**src/hdl/ipye_pkg.sv**
```systemverilog
// shared types, constants and the arctangent table for the pitch and yaw estimator
// no dependencies
`timescale 1ns / 1ps
`default_nettype none
package ipye_pkg;
    localparam int CORDIC_STEPS = 16;
    localparam int TABLE_LEN    = 24;
    localparam int NSTEPS       = (CORDIC_STEPS < TABLE_LEN) ? CORDIC_STEPS : TABLE_LEN;

    localparam logic signed [19:0] HALF_PI_Q16 = 20'sd102944;
    localparam logic signed [19:0] PI_Q16      = 20'sd205887;
    localparam logic signed [20:0] RATE_K      = 21'sd571918;

    localparam logic [1:0] REG_BLEND   = 2'd0;
    localparam logic [1:0] REG_PERIOD  = 2'd1;
    localparam logic [1:0] REG_ROTATED = 2'd2;

    localparam logic [15:0] BLEND_RESET  = 16'd64225;
    localparam logic [15:0] PERIOD_RESET = 16'd655;

    typedef struct packed {
        logic signed [16:0] ay;
        logic signed [16:0] az;
        logic signed [15:0] wp;
        logic signed [15:0] wy;
    } t_item;

    typedef struct packed {
        logic [15:0] tau;
        logic [15:0] period;
    } t_cfg;

    function automatic logic signed [19:0] atan_tab(input logic [4:0] idx);
        logic signed [19:0] v;
        case (idx)
            5'd0:    v = 20'sd51472;
            5'd1:    v = 20'sd30386;
            5'd2:    v = 20'sd16055;
            5'd3:    v = 20'sd8150;
            5'd4:    v = 20'sd4091;
            5'd5:    v = 20'sd2047;
            5'd6:    v = 20'sd1024;
            5'd7:    v = 20'sd512;
            5'd8:    v = 20'sd256;
            5'd9:    v = 20'sd128;
            5'd10:   v = 20'sd64;
            5'd11:   v = 20'sd32;
            5'd12:   v = 20'sd16;
            5'd13:   v = 20'sd8;
            5'd14:   v = 20'sd4;
            5'd15:   v = 20'sd2;
            5'd16:   v = 20'sd1;
            default: v = 20'sd0;
        endcase
        return v;
    endfunction
endpackage
`default_nettype wire

```
**src/hdl/ipye_front.sv**
```systemverilog
// front end: configuration registers, axis mapping and a two-entry request queue
// depends on ipye_pkg
`timescale 1ns / 1ps
`default_nettype none
module ipye_front import ipye_pkg::*; (
    input  wire logic               i_clk,
    input  wire logic               i_rst_n,
    input  wire logic               i_in_valid,
    output logic                    o_in_ready,
    input  wire logic signed [15:0] i_accel_y_raw,
    input  wire logic signed [15:0] i_accel_z_raw,
    input  wire logic signed [15:0] i_gyro_x_raw,
    input  wire logic signed [15:0] i_gyro_y_raw,
    input  wire logic signed [15:0] i_gyro_z_raw,
    input  wire logic               i_cfg_valid,
    output logic                    o_cfg_ready,
    input  wire logic [1:0]         i_cfg_index,
    input  wire logic [15:0]        i_cfg_data,
    output t_cfg                    o_cfg,
    output logic                    o_q_valid,
    input  wire logic               i_q_ready,
    output t_item                   o_q_item
);
    logic [15:0] r_tau, r_period;
    logic        r_rot;
    t_item       r_mem [2];
    logic        r_wr, r_rd;
    logic [1:0]  r_cnt;
    t_item       n_item;
    logic        push, pop;

    assign o_cfg_ready = 1'b1;
    assign o_cfg       = '{tau: r_tau, period: r_period};
    assign o_in_ready  = (r_cnt != 2'd2);
    assign o_q_valid   = (r_cnt != 2'd0);
    assign o_q_item    = r_mem[r_rd];
    assign push        = i_in_valid && o_in_ready;
    assign pop         = o_q_valid && i_q_ready;

    always_comb begin
        n_item.wp = i_gyro_x_raw;
        if (r_rot) begin
            n_item.ay = -{i_accel_z_raw[15], i_accel_z_raw};
            n_item.az = {i_accel_y_raw[15], i_accel_y_raw};
            n_item.wy = i_gyro_y_raw;
        end else begin
            n_item.ay = {i_accel_y_raw[15], i_accel_y_raw};
            n_item.az = {i_accel_z_raw[15], i_accel_z_raw};
            n_item.wy = i_gyro_z_raw;
        end
    end

    always_ff @(posedge i_clk) begin
        if (!i_rst_n) begin
            r_tau    <= BLEND_RESET;
            r_period <= PERIOD_RESET;
            r_rot    <= 1'b0;
        end else if (i_cfg_valid) begin
            case (i_cfg_index)
                REG_BLEND:   r_tau    <= i_cfg_data;
                REG_PERIOD:  r_period <= i_cfg_data;
                REG_ROTATED: r_rot    <= i_cfg_data[0];
                default: ;
            endcase
        end
    end

    always_ff @(posedge i_clk) begin
        if (push) r_mem[r_wr] <= n_item;
    end

    always_ff @(posedge i_clk) begin
        if (!i_rst_n) begin
            r_wr  <= 1'b0;
            r_rd  <= 1'b0;
            r_cnt <= 2'd0;
        end else begin
            if (push) r_wr <= ~r_wr;
            if (pop)  r_rd <= ~r_rd;
            r_cnt <= r_cnt + {1'b0, push} - {1'b0, pop};
        end
    end
endmodule
`default_nettype wire

```
**config.mk**
```make
export PLATFORM = sky130hd
export DESIGN_NAME = ipye_front
export DESIGN_NICKNAME = d
export VERILOG_FILES = /design/src/hdl/ipye_pkg.sv /design/src/hdl/ipye_front.sv
export SDC_FILE = /design/constraint.sdc
export NUM_CORES = 1
export LEC_CHECK = 0
export ABC_AREA = 1
export ABC_CLOCK_PERIOD_IN_PS = 11700
export BUFFER_PORTS_ARGS = -buffer_cell sky130_fd_sc_hd__buf_2
export CORE_MARGIN = 4
export CORE_UTILIZATION = 56
export CTS_CLUSTER_DIAMETER = 150
export DETAILED_ROUTE_END_ITERATION = 7
export GPL_TIMING_DRIVEN = 0
export HOLD_SLACK_MARGIN = 0.08
export PLACE_DENSITY = 0.93
export SYNTH_ARGS = -nofsm -noshare
export SYNTH_HDL_FRONTEND = slang
export SYNTH_SLANG_ARGS = --single-unit
```
**constraint.sdc**
```tcl
create_clock -name i_clk -period 11.7 [get_ports i_clk]
set_clock_uncertainty 0.2 [all_clocks]
set_input_delay 2.34 -clock i_clk [delete_from_list [all_inputs] [get_ports i_clk]]
set_output_delay 2.34 -clock i_clk [all_outputs]
set_load 0.1 [all_outputs]
```
==> qor.yml <==
tns_ps: 0
synth_cells: 602
clock.fmax_ghz: 0.216
ys_seq_area_share_pct: 66.5
crit_path_end_kind: "output port"
grt_pass1_vias: 5353
grt_pass1_wl_mm: 27.0
cts_sinks: 168
yosysWarnings: 0
slew_headroom_pct: 64.9
insertion_delay_ps: 420
cp.required_ps: 9160
vias: 5307
area_growth_pct: 26.6
power_switching_share_pct: 46.5
synthFlopType: "edfxtp_1"
drv_cap: 0
antenna_found_initial: 5
p_leak_nw: 3.78
max-vdd-ir-drop_uv: 121
drive_above_1_share_pct: 39.5
fp.dieArea_um2: 14400
postCtsSetupBuffers: 0
die_h_um: 120
grt_start_max_net_pins: 34
worst_setup_path_start_kind: "register"
core_um2: 12200
synth-seq-cells: 168
die_w_um: 120
wire_per_inst_um: 17.2
dr.pass1.iters: 5
syn_avg_cell_area_um2: 11.7
viasPerCell: 5.26
combPwrFrac_pct: 43.8
root_buffer: "clkbuf_16"
finalNetCount: 931
cts_htree_levels: 4
status: "finished clean"
ant_nets: 0
hold_viol: 0
p_per_area_nw_per_um2: 257
routed_wl_mm: 17.4
synth_async_sr_flop_share_pct: 0
drtIter0Drc: 483
p_int_w: 0.00122
cp.arrival_ps: 2100
dp_hpwl_mm: 12.7
finalSetupViolCount: 0
crit_fanout: 10
clk_pin_slew_ps: 60
overflow: 0
ctsResizeCount: 0
drc: 0
cts_buffers: 17
dp.cells: 975
min_path_type: "register to register"
slew_viol_final: 0
finalCritPeriodShare_pct: 39.6
worst_pin_slew_ps: 530
gp_congestion: 0.869
synth_nets: 707
ctsHoldBuffers: 0
track_usage_pct: 24.5
ys_types: 24
port_buffers: 201
synth_area_um2: 7020
tritoncts: "yes"
holdPathStages: 2
cts_buffer_depth: 2
synth_edf_count: 130
pin_count: 204
power_frac_seq_pct: 33.6
period_needed_ps: 4640
rows: 40
reg2reg_depth: 9
start_util_pct: 57.7
crit_type: "register to output port"
pwr-share-clk_pct: 22.6
power_switching_w: 0.00106
fin_cells: 1008
rsz0062_at_grt: "false"
worst max-delay path: stages (launching register included):
cell	delay [ps]
dfxtp_1	320
buf_2	290
buf_4	290
mux2_2	370
buf_4	130
buf_2	280
power groups by stage:
| stage | Combinational, W | Clock (W) | Sequential, W |
|---|---|---|---|
| 2_1_floorplan | 0.000794 | 0 | 0.000820 |
| 3_3_place_gp | 0.000975 | 0 | 0.000786 |
| 3_5_place_dp | 0.00100 | 0 | 0.000780 |
| 4_1_cts | 0.00101 | 0.000524 | 0.000769 |
| 5_1_grt | 0.00104 | 0.000550 | 0.000775 |
| 6_report | 0.00100 | 0.000518 | 0.000769 |
metal layers:
metal,GRT usage (%),part of all wire (%),vias to the layer above,wire (µm)
met3,8.06,11,55,1830
met5,0,0.27,-,47
met2,42.6,51,284,8920
met1,27.6,35,2456,6100
li1,-,-,2504,-
met4,10.2,2.7,8,471
path summary, 6_finish.rpt:
| kind | slack [ps] | to | from |
|---|---|---|---|
| hold reg to reg | 260 | r_period[9] | r_period[9] |
| setup / recovery | 7060 | o_q_item[48] | register |
| setup reg to reg | 9830 | r_cnt[1] | r_cnt[0] |
| hold / removal | 260 | r_period[9] | r_period[9] |
logic make-up (layout without fill, tap and decap cells):
| kind of cell | Yosys count | after routing | share of synthesized area (%) |
|---|---|---|---|
| AOI/OAI and AO/OA | 50 | 50 | 3.60 |
| xor gates and xnor gates | 3 | 3 | 0.374 |
| adders and majority gates | 2 | 2 | 0.356 |
| buffers and inverters | 55 | 292 | 3.73 |
| DFF | 168 | 168 | 66.5 |
| muxes | 65 | 65 | 10.4 |
| other | 1 | 2 | 0.0534 |
| and+or+nand+nor | 258 | 258 | 15.0 |
registers in the layout, summed over array words and instances (netlist names), named ones only:
name / flops
r_wr: 1
r_mem: 130
r_cnt: 2
r_period: 16
r_rot: 1
r_rd: 1
r_tau: 16
layout by cell type, fill, tap and decap left out, types with 2 or more instances in the layout:
cell type,Yosys,routed
buf_2,11,212
nand2_1,164,164
edfxtp_1,130,130
mux2_2,65,65
nor2_1,52,50
o21ai_0,40,40
dfxtp_1,38,38
nand3_1,34,34
inv_1,26,26
clkbuf_16,0,17
buf_4,9,9
clkbuf_1,7,7
nor2_4,3,5
a21oi_1,5,5
o21ai_1,4,4
inv_6,0,4
buf_12,0,4
clkinvlp_4,0,3
clkinv_1,0,3
nand3_2,2,2
xor2_1,2,2
or2_2,2,2
ha_1,2,2
clkinv_2,0,2
clkinv_4,0,2
layout make-up:
| type | instances | area, µm² |
|---|---|---|
| antenna | 1 | 2.50 |
| sequential | 168 | 4660 |
| fill | 865 | 3280 |
| timing repair buffer | 205 | 1090 |
| inverter | 27 | 101 |
| clock inverter | 15 | 126 |
| buffer | 28 | 160 |
| multi-input combinational | 379 | 2110 |
| clock buffer | 17 | 425 |
| tap | 168 | 210 |
stage by stage:
stage	util, %	cell area (µm²)	total power (W)	worst slack [ps]	hold WS, ps
4_1_cts	73.0	8880	0.00230	7030	263
2_1_floorplan	-	7020	0.00161	5780	225
3_5_place_dp	68.5	8330	0.00178	7510	245
3_3_place_gp	67.7	8240	0.00176	4360	236
6_report	73.1	8880	0.00229	7060	262
5_1_grt	73.1	8880	0.00236	6980	280
cells in the mapped netlist, types with 3 or more instances:
cell type,count,area share (%)
nand3_1,34,2.4
clkbuf_1,7,0.37
inv_1,26,1.4
nor2_1,52,2.8
o21ai_0,40,2.9
buf_4,9,0.96
nand2_1,164,8.8
buf_2,11,0.78
mux2_2,65,10
o21ai_1,4,0.29
dfxtp_1,38,11
nor2_4,3,0.48
edfxtp_1,130,56
a21oi_1,5,0.36
(Power assumes the default switching activity.)
